File: src/rtl/mahony_pkg.sv
// ----------------------------------------------------------------------------
// mahony_pkg: shared types and constants of the Mahony attitude filter
// Q16.16 payload structs, register indexes, sequencer opcodes.
// ----------------------------------------------------------------------------
package mahony_pkg;

    localparam int unsigned FracBits   = 16;
    localparam logic [31:0] FixOne     = 32'd65536;
    localparam logic [30:0] StepReset  = 31'd655;
    localparam logic [30:0] PropReset  = 31'd65536;
    localparam logic [30:0] IntegReset = 31'd0;

    localparam logic [1:0] RegProp  = 2'd0;
    localparam logic [1:0] RegInteg = 2'd1;
    localparam logic [1:0] RegStep  = 2'd2;

    localparam logic OpUpdate = 1'b0;
    localparam logic OpReset  = 1'b1;

    typedef struct packed {
        logic               opcode;
        logic signed [31:0] rate_x;
        logic signed [31:0] rate_y;
        logic signed [31:0] rate_z;
        logic signed [31:0] accel_x;
        logic signed [31:0] accel_y;
        logic signed [31:0] accel_z;
    } t_in_item;

    typedef struct packed {
        logic signed [31:0] quat_w;
        logic signed [31:0] quat_x;
        logic signed [31:0] quat_y;
        logic signed [31:0] quat_z;
    } t_out_item;

    // Divider command and status between sequencer and divider
    typedef struct packed {
        logic        start;
        logic [31:0] num;
        logic [31:0] den;
    } t_div_req;

    typedef struct packed {
        logic        done;
        logic [31:0] quo;
    } t_div_rsp;

    typedef struct packed {
        logic        start;
        logic [31:0] val;
    } t_sqrt_req;

    typedef struct packed {
        logic        done;
        logic [31:0] root;
    } t_sqrt_rsp;

    // Fixed-point multiply: 64-bit product >> 16, low 32 bits kept
    function automatic logic [31:0] fmul(input logic [31:0] a, input logic [31:0] b);
        logic signed [63:0] p;
        p = $signed(a) * $signed(b);
        return p[47:16];
    endfunction

endpackage

File: src/rtl/mahony_sqrt.sv
// ----------------------------------------------------------------------------
// mahony_sqrt: digit-by-digit integer square root, one result bit per cycle
// Computes floor(sqrt(val * 65536)) for a 31-bit value.
// ----------------------------------------------------------------------------
module mahony_sqrt (
    input  logic                   i_clk,
    input  logic                   i_rst_n,
    input  mahony_pkg::t_sqrt_req  i_req,
    output mahony_pkg::t_sqrt_rsp  o_rsp
);
    logic        r_busy, n_busy;
    logic [4:0]  r_cnt, n_cnt;
    logic [47:0] r_x, n_x;
    logic [33:0] r_rem, n_rem;
    logic [31:0] r_root, n_root;
    logic        r_done, n_done;
    logic [33:0] trial;
    logic [33:0] cur;

    // Bring down two radicand bits and test the next root bit
    always_comb begin
        cur   = {r_rem[31:0], r_x[47:46]};
        trial = {r_root, 2'b01};
        n_busy = r_busy;
        n_cnt  = r_cnt;
        n_x    = r_x;
        n_rem  = r_rem;
        n_root = r_root;
        n_done = 1'b0;
        if (i_req.start) begin
            n_busy = 1'b1;
            n_cnt  = 5'd0;
            n_x    = {1'b0, i_req.val[30:0], 16'd0};
            n_rem  = 34'd0;
            n_root = 32'd0;
        end else if (r_busy) begin
            n_x = {r_x[45:0], 2'b00};
            if (cur >= trial) begin
                n_rem  = cur - trial;
                n_root = {r_root[30:0], 1'b1};
            end else begin
                n_rem  = cur;
                n_root = {r_root[30:0], 1'b0};
            end
            n_cnt = r_cnt + 5'd1;
            if (r_cnt == 5'd23) begin
                n_busy = 1'b0;
                n_done = 1'b1;
            end
        end
    end

    always_ff @(posedge i_clk) begin
        if (!i_rst_n) begin
            r_busy <= 1'b0;
            r_done <= 1'b0;
            r_cnt  <= 5'd0;
        end else begin
            r_busy <= n_busy;
            r_done <= n_done;
            r_cnt  <= n_cnt;
        end
        r_x    <= n_x;
        r_rem  <= n_rem;
        r_root <= n_root;
    end

    assign o_rsp.done = r_done;
    assign o_rsp.root = r_root;
endmodule
File: config.mk
export PLATFORM = sky130hd
export DESIGN_NAME = mahony_sqrt
export DESIGN_NICKNAME = d
export VERILOG_FILES = /design/src/rtl/mahony_pkg.sv /design/src/rtl/mahony_sqrt.sv
export SDC_FILE = /design/constraint.sdc
export NUM_CORES = 1
export LEC_CHECK = 0
export BUFFER_PORTS_ARGS = -buffer_cell sky130_fd_sc_hd__buf_2
export CAP_MARGIN = 20
export CORE_ASPECT_RATIO = 1.4
export CORE_MARGIN = 3
export CORE_UTILIZATION = 59
export CTS_CLUSTER_DIAMETER = 120
export DETAILED_ROUTE_END_ITERATION = 6
export GPL_ROUTABILITY_DRIVEN = 0
export PLACE_DENSITY = 0.9
export SYNTH_ARGS = -nofsm -noshare
export SYNTH_HDL_FRONTEND = slang
export SYNTH_SLANG_ARGS = --single-unit
File: constraint.sdc
create_clock -name i_clk -period 3 [get_ports i_clk]
set_clock_uncertainty 0.2 [all_clocks]
set_input_delay 0.45 -clock i_clk [delete_from_list [all_inputs] [get_ports i_clk]]
set_output_delay 0.45 -clock i_clk [all_outputs]
set_load 0.05 [all_outputs]
==> out/metrics.cfg <==
[placement]
hpwl_um=10500
place_ws_ns=0.0227
port-buffer-count=66
placed_cells=867

[synth]
synth-main-ff-cell=dfxtp_1
avgSynthCellArea_um2=9.14
synth.top_cells.by_area=dfxtp_1 (24%), edfxtp_1 (15%), ha_1 (7.1%), mux2i_1 (7.0%), mux2_2 (6.2%)
ys_warn_count=0
yosysSeqAreaShare=0.387
synth.distinct_cells=60
netlist_area_um2=6130
synth_seq_cells=103
synth_edf_count=31
ys_async_sr_fraction=0
synth_common_cells=nor2_1 (94), dfxtp_1 (72), inv_1 (45), a21oi_1 (43), mux2i_1 (43)
synth_top_area_cell=dfxtp_1
yosysMostFrequentCell=nor2_1
synth_cells=671
synth.top_cell.area_share=0.235
syn_nets=741

[setup_path]
worstSetupStartpointType=flop
r2r_cells=12
reg2reg_slack_ns=-0.1
worstReg2RegStart=r_root[7]$_SDFFE_PP0P_
cp.arrival_ns=3.15
r2r_end=r_rem[5]$_SDFFE_PP0P_
cp-end-kind=flop
crit_required_ns=3.05
worstSetupPathType=reg2reg
crit_fanout=10

[grt]
grt_max_degree=42
gr-usage-met2=0.494
grt_pass1_vias=5547
busiest_layer=met2
grt.total_usage=0.279
grt_pass1_wl_um=26300
met1_usage=0.302
overflow=0
gr-usage-met3=0.0599
antenna_found_initial=0

[layout]
drive_gt1_frac=0.315
n_antenna_cell=0
final_util=0.758
syn_to_final_growth_pct=23.7
nFillCells=605
finalNonFillerCells=900
nNetsFinal=830

[floorplanning]
io_pins=68
num_rows=43
coreArea_um2=10000
die_h_um=127
fp.dieW_um=92.2
initial_core_util=0.613
die_area_um2=11700

[clocking]
tritoncts=yes
clockBufferDepth=2
cts_buffers=9
cts_root_buffer=clkbuf_16
cts-htree-levels=3
cts.sinks=103
holdBufCountCts=0
clkTransAtPathRegs_ns=0.08
insertion_delay_ns=0.37

[power_and_ir_drop]
power.density_nw_per_um2=1010
leakage_nw=3.18
p_total_mw=7.68
vdd_drop_max_mv=0.738

[worst_hold_path]
worstHoldEndpoint=r_busy$_SDFF_PN0_
min_delay_path_depth=2
min_path_type=in2reg
hold_path.startpoint=i_rst_n

[status]
outcome=finished with violations
violations=design-rule violations, negative setup slack

[timing]
setup_viol=19
slew-limit-headroom=0.541
whs_ns=0.134
finalHoldViolCount=0
worst_slack_ns=-0.0999
slew_viol_final=0
finalCritPeriodShare=1.03
tightest_slew_ns=0.688
max_freq_mhz=323
min_period_ns=3.10

[drt]
wl_per_cell_um=20.5
wirelength_um=18500
drc=1
drtIter0Drc=608
vias=5891
routed_via_density=6.55
firstDrtPassIters=7
drtAntennaViolNets=0

[flow_run]
cap_violations=0

[state kept, by name, summed over array words and instances (netlist names)]
name / count
r_done: 1
r_rem: 32
r_cnt: 5
r_x: 32
r_root: 32
r_busy: 1
[what timing repair did]
item | in CTS | in global routing
buffers inserted | 9 | 7
gates resized for setup | 13 | 69
endpoints found under the setup margin | 4 | 33
cloned | 3 | 0
pin swaps | 8 | 19
[metrics by stage]
step,cell area (um^2),setup TNS [ns]
3_5_place_dp,6720,0
4_1_cts,7220,0
3_3_place_gp,6720,0
5_1_grt,7590,-3.80
2_1_floorplan,6150,0
6_report,7590,-0.819
[cells by family (layout without fill, tap and decap cells)]
family	after synthesis	in the layout	share of synthesized area
AND/OR/NAND/NOR	198	198	0.147
AO/OA/AOI/OAI	155	155	0.174
flip-flops	103	103	0.387
buffers and inverters	79	173	0.0533
multiplexers	77	77	0.133
adder cells (fa/ha/maj)	35	35	0.0714
XOR/XNOR	24	24	0.0343
[final cells by class]
class | instances | area [um^2] | share of cell area
clock inverter | 7 | 88.8 | 0.0117
multi-input combinational | 489 | 3810 | 0.502
clock buffer | 9 | 225 | 0.0297
sequential | 103 | 2400 | 0.316
inverter | 45 | 169 | 0.0223
timing repair buffer | 112 | 728 | 0.0960
tap | 135 | 169 | 0.0223
[worst max-delay path, cell delays in order (launching register included)]
cell	delay [ns]
dfxtp_2	0.35
inv_1	0.07
ha_4	0.26
a21oi_1	0.38
o21ai_0	0.26
nor3b_2	0.27
a21oi_2	0.10
o31ai_4	0.22
buf_6	0.16
buf_12	0.14
mux2_2	0.34
mux2i_1	0.17
nor2_1	0.06
[metal layers]
layer / wire length [um] / up-vias
li1: - / 2579
met1: 6540 / 2718
met2: 9150 / 430
met3: 1460 / 164
met4: 1330 / 0
met5: 0 / -
[placed cells by master (no fill, tap or decap), types with 4 or more instances in the layout]
master / instances
xnor2_1: 15
ha_4: 14
o211ai_1: 8
ha_2: 5
o211a_1: 7
dfxtp_1: 53
and2_1: 4
nand4_1: 7
buf_4: 40
mux2_2: 34
dfxtp_2: 18
o21a_1: 7
o21ai_0: 12
a21oi_2: 4
nand2_1: 32
and3_1: 4
a21oi_1: 39
nor3_1: 11
buf_6: 4
a21o_1: 11
nand2b_1: 7
nor2b_1: 5
nor3_2: 4
inv_1: 45
nand3_1: 10
mux2i_1: 43
nor2_1: 92
clkbuf_16: 9
o21ai_1: 11
edfxtp_1: 31
a211oi_1: 14
xor2_1: 9
ha_1: 16
buf_2: 66
o21ai_2: 5
[report_power, final]
part / switching (mW) / internal [mW] / total (mW)
Clock: 0.633 / 0.607 / 1.24
Sequential: 0.146 / 1.60 / 1.75
Combinational: 2.56 / 2.13 / 4.68
Total: 3.34 / 4.34 / 7.68
[how the worst max path moves through the flow]
stage,end,slack [ns],start
final,r_rem[5]$_SDFFE_PP0P_,-0.1,r_root[7]$_SDFFE_PP0P_
after CTS,r_rem[13]$_SDFFE_PP0P_,0.0006,r_root[9]$_SDFFE_PP0P_
after global placement,r_rem[29]$_SDFFE_PP0P_,0.11,r_root[26]$_SDFFE_PP0P_
after floorplan,r_rem[14]$_SDFFE_PP0P_,0.02,r_root[1]$_SDFFE_PP0P_
after global routing,r_rem[5]$_SDFFE_PP0P_,-0.19,r_root[25]$_SDFFE_PP0P_
after detailed placement,r_rem[29]$_SDFFE_PP0P_,0.02,r_root[23]$_SDFFE_PP0P_
(Power assumes the default switching activity.)
