$ cat src/rtl/mahony_pkg.sv
// ----------------------------------------------------------------------------
// mahony_pkg: shared types and constants of the Mahony attitude filter
// Q16.16 payload structs, register indexes, sequencer opcodes.
// ----------------------------------------------------------------------------
package mahony_pkg;

    localparam int unsigned FracBits   = 16;
    localparam logic [31:0] FixOne     = 32'd65536;
    localparam logic [30:0] StepReset  = 31'd655;
    localparam logic [30:0] PropReset  = 31'd65536;
    localparam logic [30:0] IntegReset = 31'd0;

    localparam logic [1:0] RegProp  = 2'd0;
    localparam logic [1:0] RegInteg = 2'd1;
    localparam logic [1:0] RegStep  = 2'd2;

    localparam logic OpUpdate = 1'b0;
    localparam logic OpReset  = 1'b1;

    typedef struct packed {
        logic               opcode;
        logic signed [31:0] rate_x;
        logic signed [31:0] rate_y;
        logic signed [31:0] rate_z;
        logic signed [31:0] accel_x;
        logic signed [31:0] accel_y;
        logic signed [31:0] accel_z;
    } t_in_item;

    typedef struct packed {
        logic signed [31:0] quat_w;
        logic signed [31:0] quat_x;
        logic signed [31:0] quat_y;
        logic signed [31:0] quat_z;
    } t_out_item;

    // Divider command and status between sequencer and divider
    typedef struct packed {
        logic        start;
        logic [31:0] num;
        logic [31:0] den;
    } t_div_req;

    typedef struct packed {
        logic        done;
        logic [31:0] quo;
    } t_div_rsp;

    typedef struct packed {
        logic        start;
        logic [31:0] val;
    } t_sqrt_req;

    typedef struct packed {
        logic        done;
        logic [31:0] root;
    } t_sqrt_rsp;

    // Fixed-point multiply: 64-bit product >> 16, low 32 bits kept
    function automatic logic [31:0] fmul(input logic [31:0] a, input logic [31:0] b);
        logic signed [63:0] p;
        p = $signed(a) * $signed(b);
        return p[47:16];
    endfunction

endpackage

$ cat src/rtl/mahony_div.sv
// ----------------------------------------------------------------------------
// mahony_div: restoring divider, one quotient bit per cycle
// Computes trunc((num * 65536) / den) for den > 0, low 32 bits.
// ----------------------------------------------------------------------------
module mahony_div (
    input  logic                  i_clk,
    input  logic                  i_rst_n,
    input  mahony_pkg::t_div_req  i_req,
    output mahony_pkg::t_div_rsp  o_rsp
);
    logic        r_busy, n_busy;
    logic [5:0]  r_cnt, n_cnt;
    logic [47:0] r_num, n_num;
    logic [32:0] r_rem, n_rem;
    logic [31:0] r_den, n_den;
    logic        r_neg, n_neg;
    logic        r_done, n_done;
    logic [31:0] quo_mag;
    logic [32:0] shifted;
    logic [32:0] diff;

    // Shift one numerator bit into the remainder and try a subtract
    always_comb begin
        shifted = {r_rem[31:0], r_num[47]};
        diff    = shifted - {1'b0, r_den};
        quo_mag = r_num[31:0];
        n_busy = r_busy;
        n_cnt  = r_cnt;
        n_num  = r_num;
        n_rem  = r_rem;
        n_den  = r_den;
        n_neg  = r_neg;
        n_done = 1'b0;
        if (i_req.start) begin
            n_busy = 1'b1;
            n_cnt  = 6'd0;
            n_neg  = i_req.num[31];
            n_num  = {(i_req.num[31] ? (32'd0 - i_req.num) : i_req.num), 16'd0};
            n_rem  = 33'd0;
            n_den  = i_req.den;
        end else if (r_busy) begin
            if (!diff[32]) begin
                n_rem = diff;
            end else begin
                n_rem = shifted;
            end
            n_num = {r_num[46:0], ~diff[32]};
            n_cnt = r_cnt + 6'd1;
            if (r_cnt == 6'd47) begin
                n_busy = 1'b0;
                n_done = 1'b1;
            end
        end
    end

    always_ff @(posedge i_clk) begin
        if (!i_rst_n) begin
            r_busy <= 1'b0;
            r_done <= 1'b0;
            r_cnt  <= 6'd0;
        end else begin
            r_busy <= n_busy;
            r_done <= n_done;
            r_cnt  <= n_cnt;
        end
        r_num <= n_num;
        r_rem <= n_rem;
        r_den <= n_den;
        r_neg <= n_neg;
    end

    assign o_rsp.done = r_done;
    assign o_rsp.quo  = r_neg ? (32'd0 - quo_mag) : quo_mag;
endmodule

$ cat config.mk
export PLATFORM = sky130hd
export DESIGN_NAME = mahony_div
export DESIGN_NICKNAME = d
export VERILOG_FILES = /design/src/rtl/mahony_pkg.sv /design/src/rtl/mahony_div.sv
export SDC_FILE = /design/constraint.sdc
export NUM_CORES = 1
export LEC_CHECK = 0
export BUFFER_PORTS_ARGS = -buffer_cell sky130_fd_sc_hd__buf_2
export CAP_MARGIN = 5
export CORE_MARGIN = 4
export CORE_UTILIZATION = 48
export DETAILED_ROUTE_END_ITERATION = 8
export PLACE_DENSITY_LB_ADDON = 0.1
export SYNTH_ARGS = -nofsm -noshare
export SYNTH_HDL_FRONTEND = slang
export SYNTH_SLANG_ARGS = --single-unit
$ cat constraint.sdc
create_clock -name i_clk -period 3 [get_ports i_clk]
set_input_delay 0.15 -clock i_clk [delete_from_list [all_inputs] [get_ports i_clk]]
set_output_delay 0.15 -clock i_clk [all_outputs]
set_load 0.005 [all_outputs]
==> results.sh, run 1 <==
export IMPL_synthArstFlopShare_pct=0
export IMPL_power_density_nw_per_um2=540.8
export IMPL_drtIter0Drc=561
export IMPL_crit_path_start_kind="register"
export IMPL_cp_slowest_cell="or4_4"
export IMPL_cp_cell_sequence="or4_4 > nor4_4 > nand2b_1 > or3_4 > nand2b_1 > or4_4 > o31ai_4 > xnor2_1 > buf_2"
export IMPL_die_w_um=134.0
export IMPL_synth_most_common_cell="nand2_1"
export IMPL_critPathMaxStageDelay_ns=0.55
export IMPL_p_sw_uw=1671
export IMPL_finalPower_uw=5560
export IMPL_initial_core_util_pct=49.56
export IMPL_drive_gt1_share_pct=29.12
export IMPL_critPathTopFamily="simple AND/OR/NAND/NOR gates"
export IMPL_num_rows=45
export IMPL_post_route_util_pct=66.88
export IMPL_min_path_type="in -> reg"
export IMPL_grt_pass1_wl_mm=31.76
export IMPL_rr_startpoint="r_den[0]"
export IMPL_drc=0
export IMPL_worstSetupPathType="reg -> out"
export IMPL_yosysTopAreaCell="edfxtp_1"
export IMPL_syn_to_final_growth_pct=34.95
export IMPL_clockBufferDepth=2
export IMPL_synth_edff_count=65
export IMPL_fin_setup_tns_ns=-2.205
export IMPL_syn_avg_cell_area_sq_um=8.796
export IMPL_root_buffer="clkbuf_16"
export IMPL_rr_worst_depth=13
export IMPL_ys_top_cells_by_area="edfxtp_1, dfxtp_1, nand2_1"
export IMPL_worstSetupEndpoint="o_rsp[28]"
export IMPL_path_max_fanout=3
export IMPL_p_comb_share_pct=27.6
export IMPL_yosys_warnings=0
export IMPL_crit_path_start="r_num[7]"
export IMPL_critPathBufInv=1
export IMPL_worst_path_stages=9
export IMPL_worstMarginPinSlew_ns=1.032
export IMPL_worstReg2RegEnd="r_rem[31]"
export IMPL_nNetsFinal=1175
export IMPL_maxSlewViolCount=0
export IMPL_htreeDepth=4
export IMPL_syn_inst=866
export IMPL_dominantRegCellSynth="edfxtp_1"
export IMPL_postLayoutCellArea_sq_um=10280
export IMPL_worst_ep_required_time_ns=2.85
export IMPL_endpoint_kind="output port"
export IMPL_swShare_pct=30.05
export IMPL_synth_nets=969
export IMPL_worstPathArrival_ns=3.06
export IMPL_wl_mm=19.59
export IMPL_io_pins=100
export IMPL_detail_route_wl_per_cell_um=15.11
export IMPL_synth_area_sq_um=7617
export IMPL_dr_total_vias=6952
export IMPL_grt_pass1_vias=6539
export IMPL_die_height_um=134.0
export IMPL_p_int_uw=3889
export IMPL_insertion_delay_ns=0.42
export IMPL_clk_pin_slew_worst_paths_ns=0.05
export IMPL_cts_inserted_buffers=17
export IMPL_dieArea_sq_um=17950
export IMPL_violations="setup timing"
export IMPL_clkSinkCount=121
export IMPL_p_clk_share_pct=36.4
export IMPL_synth_top_area_share_pct=25.62
export IMPL_placement_cell_area_sq_um=8906
export IMPL_fin_ws_ns=-0.2066
export IMPL_core_area_sq_um=15370
export IMPL_routed_via_density=5.364
export IMPL_synth_distinct_cells=57
export IMPL_status="complete, but fails checks"
export IMPL_synth_seq_cells=121
export IMPL_min_from="i_req[61]"
export IMPL_grt_max_degree=78
export IMPL_io_buffer_count=99
export IMPL_min_period_ns=3.207
export IMPL_final_hold_violation_count=0
export IMPL_ir_worst_vdd_uv=402.6
export IMPL_post_route_period_util_pct=106.9
export IMPL_seqPwrFrac_pct=36.0
export IMPL_diodes=0
export IMPL_synthTopCellsByCount="nand2_1, nor2_1, o21ai_0"
export IMPL_dp_final_hpwl_mm=13.60
export IMPL_cts_tree="done"
export IMPL_clock_fmax_mhz=311.9
export IMPL_antenna_found_initial=0
export IMPL_drtAntennaViolNets=0
export IMPL_yosysSeqAreaShare_pct=40.34
export IMPL_r2r_setup_slack_ns=-0.10
export IMPL_rsz0062_at_grt="true"
export IMPL_gp_congestion=0.8878
export IMPL_leakage_uw=0.004368
export IMPL_skew_ns=0.01046
export IMPL_dr_pass1_iters=6
export IMPL_max_slew_margin_pct=31.20
export IMPL_setup_viol=33
export IMPL_grt_total_usage_pct=21.71
export IMPL_maxCapViolations=0
export IMPL_overflow=0
stage by stage:
stage,cells,worst slack [ns],hold WS (ns)
2_1_floorplan,866,-0.06468,0.2489
3_3_place_gp,1221,-0.1115,0.3258
3_5_place_dp,1221,-0.2218,0.3281
4_1_cts,1293,-0.2133,0.1177
5_1_grt,1296,-0.3377,0.1442
6_report,1296,-0.2066,0.1279
what timing repair did:
action                                  4_1_cts  5_1_grt
hold buffers                                 33        0
endpoints found under the setup margin       40       43
gates resized for setup                      27       68
hold endpoints to repair                     33        0
pin swaps                                    13       31
buffers inserted                              5        3
cloned                                        2        1
power by group through the flow:
stage / clock [uW] / sequential, uW / combinational [uW]
final: 2020 / 2000 / 1530
after global routing: 2140 / 2020 / 1690
after CTS: 2060 / 2000 / 1410
after detailed placement: 0 / 2020 / 1310
after global placement: 0 / 2020 / 1300
after floorplan: 0 / 1990 / 844
flip-flops by register name, indices dropped and copies added, names as in the netlist:
| name | flops |
|---|---|
| r_busy | 1 |
| r_cnt | 6 |
| r_den | 32 |
| r_done | 1 |
| r_neg | 1 |
| r_num | 48 |
| r_rem | 32 |
kinds of logic (layout without fill, tap and decap cells):
kind of cell | Yosys count | count (layout) | synth area share [%]
simple gates | 294 | 294 | 17.67
compound gates | 209 | 209 | 18.02
flops | 121 | 121 | 40.34
buf+inv | 97 | 316 | 4.993
xor+xnor | 89 | 89 | 10.33
fa+ha+maj | 36 | 36 | 6.012
mux | 20 | 20 | 2.628
routing by layer:
layer | up-vias | wire (um) | GRT usage (%)
li1 | 3525 | - | -
met1 | 3252 | 9177 | 30.25
met2 | 156 | 9269 | 34.64
met3 | 19 | 915 | 3.901
met4 | 0 | 225 | 6.457
met5 | - | 0 | 0
area by class of cell:
class                           count  area (sq um)
Fill cell                        1253          5091
Multi-Input combinational cell    648          4533
Sequential cell                   121          3075
Timing Repair Buffer              232          1624
Clock buffer                       20         466.7
Tap cell                          211         264.0
Inverter                           52         195.2
Clock inverter                     12         121.4
worst register-to-register path, cell delays in order, from the launching register on:
cell and delay (ns):
edfxtp_1 0.38, ha_2 0.21, fa_2 0.37, nor2b_4 0.14, o211ai_1 0.14, a31oi_2 0.20, a211o_1 0.21, a21oi_4 0.08
o41ai_4 0.23, buf_4 0.19, xor2_4 0.29, buf_6 0.20, nor3_1 0.06, a311o_1 0.28
how the worst min path moves through the flow:
stage,cells past startpoint,slack (ns),to
3_3_place_gp,1,0.33,r_den[22]
5_1_grt,3,0.14,r_num[45]
3_5_place_dp,1,0.33,r_den[15]
2_1_floorplan,0,0.25,r_den[0]
6_report,3,0.13,r_num[45]
4_1_cts,3,0.12,r_num[45]
placed cells by master, fill, tap and decap left out, types with 5 or more instances in the layout:
master	instances
xor2_1	37
xnor2_1	49
o41ai_1	9
nand4_1	8
nor2b_1	7
nor3_1	13
nand2b_1	6
dfxtp_1	54
o31ai_1	19
a311oi_1	10
and3_1	5
a311oi_2	11
nand2_2	25
buf_4	89
a21o_1	7
edfxtp_1	65
clkinv_2	5
ha_1	34
nand3b_1	5
o21ai_0	63
a21oi_1	37
buf_2	98
nand2_1	100
or3_1	6
mux2i_1	20
a211oi_1	8
o211ai_1	5
dlygate4sd3_1	33
nor2_1	74
buf_6	12
or4_4	7
clkbuf_16	17
nand3_1	12
or4_1	6
inv_1	52
No activity file was read; power rests on OpenSTA's default activity.
==> run 2: changes to the inputs <==
Settings changed: CORE_UTILIZATION 48 to 47.
Clock period 3 ns to 3.05 ns, I/O delays scaled along.
==> run 2 against run 1 <==
The run still ends with setup timing left; worst setup slack improved by 0.041 ns; register-to-register slack improved by 0.11 ns; routed wire length fell by 0.13%; sequential share of layout area fell by 0.17 points; sequential power barely moved; worst hold slack got worse by 0.012 ns; total power fell by 1.1%; count of clock-buffer cells in the layout rose by 6; clock skew fell by 0.0040 ns; die area rose by 2.0%; clock power barely moved.
==> results.sh, run 2 (same netlist as run 1, synthesis figures left out) <==
export IMPL_worst_path_most_repeated_cell="or4_4"
export IMPL_post_route_period_util_pct=105.4
export IMPL_top_regs="r_num x48, r_den x32, r_rem x32"
export IMPL_maxCapViolations=0
export IMPL_grt_max_degree=78
export IMPL_critPathMaxStageDelay_ns=0.55
export IMPL_dieArea_sq_um=18310
export IMPL_nNetsFinal=1170
export IMPL_die_height_um=135.3
export IMPL_insertion_delay_ns=0.42
export IMPL_largest_register="r_num"
export IMPL_drtIter0Drc=391
export IMPL_io_buffer_count=99
export IMPL_wl_mm=19.56
export IMPL_cts_inserted_buffers=17
export IMPL_rsz0062_at_grt="true"
export IMPL_cts_tree="done"
export IMPL_drive_gt1_share_pct=28.61
export IMPL_detail_route_wl_per_cell_um=15.09
export IMPL_syn_to_final_growth_pct=35.71
export IMPL_path_max_fanout=3
export IMPL_drc=0
export IMPL_layout_common_cells="nand2_1, buf_2, buf_4, nor2_1, edfxtp_1"
export IMPL_maxSlewViolCount=0
export IMPL_fin_hold_ws_ns=0.1161
export IMPL_skew_ns=0.006477
export IMPL_fin_ws_ns=-0.1659
export IMPL_final_hold_violation_count=0
export IMPL_dp_final_hpwl_mm=13.29
export IMPL_cp_slowest_cell="or4_4"
export IMPL_critPathTopFamily="simple AND/OR/NAND/NOR gates"
export IMPL_io_pins=100
export IMPL_worst_ep_required_time_ns=2.90
export IMPL_leakage_uw=0.004375
export IMPL_endpoint_kind="output port"
export IMPL_gp_congestion=0.8480
export IMPL_root_buffer="clkbuf_16"
export IMPL_crit_path_start_kind="register"
export IMPL_clkSinkCount=121
export IMPL_grt_total_usage_pct=21.76
export IMPL_dr_total_vias=6877
export IMPL_antenna_found_initial=0
export IMPL_grt_pass1_wl_mm=32.28
export IMPL_clk_pin_slew_worst_paths_ns=0.05
export IMPL_worstPathArrival_ns=3.06
export IMPL_core_area_sq_um=15890
export IMPL_min_path_type="in -> reg"
export IMPL_grt_pass1_vias=6527
export IMPL_power_density_nw_per_um2=532.1
export IMPL_status="complete, but fails checks"
export IMPL_min_period_ns=3.216
export IMPL_worstSetupPathType="reg -> out"
export IMPL_die_w_um=135.3
export IMPL_drtAntennaViolNets=0
export IMPL_setup_viol=6
export IMPL_cp_cell_sequence="or4_4 > nor4_4 > nand2b_1 > or3_4 > nand2b_4 > or4_4 > o31ai_4 > xnor2_1 > buf_2"
export IMPL_max_slew_margin_pct=19.58
export IMPL_overflow=0
export IMPL_clockBufferDepth=2
export IMPL_violations="setup timing"
export IMPL_critPathBufInv=1
export IMPL_clock_fmax_mhz=311.0
export IMPL_dr_pass1_iters=7
export IMPL_layout_commonest_cell="nand2_1"
export IMPL_largest_register_ffs=48
export IMPL_htreeDepth=4
export IMPL_routed_via_density=5.306
export IMPL_initial_core_util_pct=47.95
export IMPL_post_place_ws_ns=-0.08207
export IMPL_ir_worst_vdd_uv=451.5
export IMPL_worstMarginPinSlew_ns=1.206
export IMPL_diodes=0
export IMPL_num_rows=46
## run 2: tightest hold or removal path, stage by stage
cell and delay [ns]:
buf_2 0.09, xor2_1 0.06, o21ai_0 0.12
## run 2: stage by stage
step / TNS [ns] / std cells / util (%) / total power (uW) / instance area (sq um)
after global routing: -3.924 / 1296 / 65.08 / 5775 / 10340
after detailed placement: -0.7521 / 1211 / 55.36 / 3249 / 8795
after floorplan: -0.2507 / 866 / - / 2785 / 7666
after global placement: 0 / 1211 / 55.36 / 3240 / 8795
after CTS: -3.544 / 1297 / 63.46 / 5417 / 10080
final: -0.7206 / 1296 / 65.08 / 5500 / 10340
## run 2: routing by layer
layer | track usage [%] | vias up | share of wire [%]
met5 | 0 | - | 0
met4 | 6.663 | 0 | 1.1
met3 | 3.678 | 22 | 4.1
met2 | 33.63 | 143 | 45
met1 | 31.36 | 3203 | 50
li1 | - | 3509 | -
## run 2: layout make-up
cell class | count | area (sq um)
clock buffers | 26 | 541.8
clock inverters | 6 | 56.30
fillers | 1344 | 5548
inverters | 52 | 195.2
multi-input cells | 648 | 4601
flip-flops and latches | 121 | 3075
well taps | 216 | 270.3
repair buffers | 227 | 1598
## run 2: final timing paths
path | slack (ns) | from | depth (start not counted) | end
setup reg to reg | 0.01 | r_den[0] | 15 | r_rem[19]
hold reg to reg | 0.50 | r_cnt[5] | 2 | r_cnt[5]
setup / recovery | -0.17 | r_num[7] | 9 | o_rsp[28]
hold / removal | 0.12 | i_req[55] | 3 | r_num[39]
## run 2: repair_timing
| item | 4_1_cts | 5_1_grt |
|---|---|---|
| endpoints found under the hold margin | 33 | 0 |
| resized for setup | 57 | 52 |
| setup endpoints to repair | 34 | 44 |
| pin swaps | 34 | 21 |
| hold buffers | 33 | 0 |
| setup buffers | 17 | 7 |
| cloned | 4 | 0 |
## run 2: power breakdown
| part | switching [uW] | internal [uW] |
|---|---|---|
| clock network | 709 | 1300 |
| registers | 112 | 1860 |
| logic | 808 | 709 |
==> run 3: changes to the inputs <==
Settings changed: CORE_MARGIN 4 to unset.
==> run 3 against run 2 <==
Sequential power about the same; final area is 0.50% lower; critical endpoint unchanged; clock power increased by 9%; largest power group unchanged; worst setup slack lost 0.024 ns; first-iteration DRC count rose by 35%; the run still ends with setup timing left.
==> results.sh, run 3 (same netlist as run 1, synthesis figures left out) <==
export IMPL_status="complete, but fails checks"
export IMPL_violations="setup timing"
export IMPL_ir_worst_vdd_uv=424.2
export IMPL_die_w_um=129.3
export IMPL_drc=0
export IMPL_core_area_sq_um=15830
export IMPL_crit_path_start_kind="register"
export IMPL_post_route_period_util_pct=106.2
export IMPL_dr_pass1_iters=7
export IMPL_path_max_fanout=3
export IMPL_skew_ns=0.006927
export IMPL_worstSetupEndpoint="o_rsp[28]"
export IMPL_dieArea_sq_um=16720
export IMPL_critPathMaxStageDelay_ns=0.55
export IMPL_drive_gt1_share_pct=27.33
export IMPL_routed_via_density=5.337
export IMPL_gp_congestion=0.8562
export IMPL_endpoint_kind="output port"
export IMPL_root_buffer="clkbuf_16"
export IMPL_crit_path_start="r_num[7]"
export IMPL_grt_pass1_vias=6325
export IMPL_worst_path_stages=9
export IMPL_maxSlewViolCount=0
export IMPL_layout_common_cells="nand2_1, buf_2, buf_4, nor2_1, edfxtp_1"
export IMPL_finalPower_uw=5672
export IMPL_leakage_uw=0.004326
export IMPL_setup_viol=7
export IMPL_nNetsFinal=1162
export IMPL_post_place_ws_ns=-0.06410
export IMPL_min_path_type="in -> reg"
export IMPL_worstPathArrival_ns=3.09
export IMPL_drtAntennaViolNets=0
export IMPL_io_buffer_count=99
export IMPL_clk_pin_slew_worst_paths_ns=0.05
export IMPL_stdcell_count=1288
export IMPL_rr_startpoint="r_num[47]"
export IMPL_power_density_nw_per_um2=551.4
export IMPL_final_hold_violation_count=0
export IMPL_min_period_ns=3.240
export IMPL_io_pins=100
export IMPL_grt_max_degree=42
export IMPL_rr_worst_depth=13
export IMPL_clock_fmax_mhz=308.6
export IMPL_r2r_setup_slack_ns=-0.01
export IMPL_dp_final_hpwl_mm=12.97
export IMPL_overflow=0
export IMPL_diodes=0
export IMPL_htreeDepth=4
export IMPL_layout_commonest_cell="nand2_1"
export IMPL_dr_total_vias=6874
export IMPL_rsz0062_at_grt="true"
export IMPL_syn_to_final_growth_pct=35.04
export IMPL_top_regs="r_num x48, r_den x32, r_rem x32"
export IMPL_detail_route_wl_per_cell_um=15.00
export IMPL_worst_ep_required_time_ns=2.90
export IMPL_max_slew_margin_pct=26.72
export IMPL_critPathTopFamily="simple AND/OR/NAND/NOR gates"
export IMPL_worstReg2RegEnd="r_rem[6]"
export IMPL_antenna_found_initial=0
export IMPL_cts_inserted_buffers=17
export IMPL_die_height_um=129.3
export IMPL_drtIter0Drc=529
export IMPL_cts_tree="done"
export IMPL_worstSetupPathType="reg -> out"
export IMPL_largest_register="r_num"
export IMPL_num_rows=46
export IMPL_fin_ws_ns=-0.1900
export IMPL_worstMarginPinSlew_ns=1.099
export IMPL_insertion_delay_ns=0.42
export IMPL_clkSinkCount=121
export IMPL_dp_cells=1209
export IMPL_clockBufferDepth=2
export IMPL_cp_slowest_cell="or4_4"
export IMPL_largest_register_ffs=48
export IMPL_critPathBufInv=1
export IMPL_initial_core_util_pct=48.13
export IMPL_maxCapViolations=0
export IMPL_grt_pass1_wl_mm=30.81
export IMPL_wl_mm=19.32
export IMPL_cp_cell_sequence="or4_4 > nor4_4 > nand2b_1 > or3_4 > nand2b_1 > or4_4 > o31ai_4 > xnor2_1 > buf_2"
export IMPL_grt_total_usage_pct=23.60
## run 3: cell types whose count changed in the layout (fill, tap and decap cells not counted), moves of 4 or more
cell	change
buf_4	-7
nand3_2	-4
nand3_1	+4
nand2_1	+4
## run 3: how the worst min path moves through the flow
stage	from	end	slack (ns)	cells after the start
2_1_floorplan	i_req[0]	r_den[0]	0.25	0
3_5_place_dp	i_req[20]	r_den[20]	0.33	1
6_report	i_req[32]	r_num[16]	0.08	3
4_1_cts	i_req[32]	r_num[16]	0.06	3
5_1_grt	i_req[32]	r_num[16]	0.11	3
3_3_place_gp	i_req[10]	r_den[10]	0.33	1
## run 3: worst register-to-register path: cells and delay by family (launching register included)
kind | cells | cell delay [ns]
adder cells (fa/ha/maj) | 2 | 0.53
XOR/XNOR | 1 | 0.13
AO/OA/AOI/OAI | 6 | 1.16
AND/OR/NAND/NOR | 2 | 0.54
flip-flops | 1 | 0.36
buffers and inverters | 2 | 0.25
## run 3: area by class of cell
| cell class | count | area (sq um) |
|---|---|---|
| fillers | 1345 | 5542 |
| multi-input cells | 648 | 4537 |
| flip-flops and latches | 121 | 3075 |
| repair buffers | 219 | 1556 |
| clock buffers | 25 | 518.0 |
| well taps | 216 | 270.3 |
| inverters | 52 | 195.2 |
| clock inverters | 7 | 133.9 |
## run 3: timing repair
| item | in CTS | in global routing |
|---|---|---|
| setup buffers | 7 | 4 |
| resized for setup | 23 | 68 |
| pin swaps | 8 | 34 |
| gates cloned | 2 | 2 |
| endpoints found under the hold margin | 33 | 0 |
| setup endpoints to repair | 26 | 40 |
| hold buffers | 33 | 0 |
## run 3: report_power, final
part,switching [uW],internal [uW],leakage (uW)
Sequential,107,1860,0.00112
Combinational,792,707,0.00289
Clock,699,1500,0.000319
## run 3: metal layers
| metal | up-vias | share of wire, % | track usage (%) |
|---|---|---|---|
| met5 | - | 0 | 0 |
| met4 | 0 | 0.96 | 6.782 |
| met3 | 19 | 3.6 | 4.500 |
| met2 | 138 | 47 | 38.20 |
| met1 | 3218 | 48 | 32.11 |
| li1 | 3499 | - | - |
## run 3: metrics by stage
step                setup TNS (ns)  util, %  area [sq um]  hold WS [ns]
finish                     -0.7957    64.99         10290       0.08004
global route                -4.873    64.99         10290        0.1139
CTS                        -0.8884    62.79          9938       0.05721
detailed placement         -0.2828    55.55          8792        0.3306
global placement          -0.04204    55.55          8792        0.3284
floorplan                  -0.2507        -          7666        0.2514
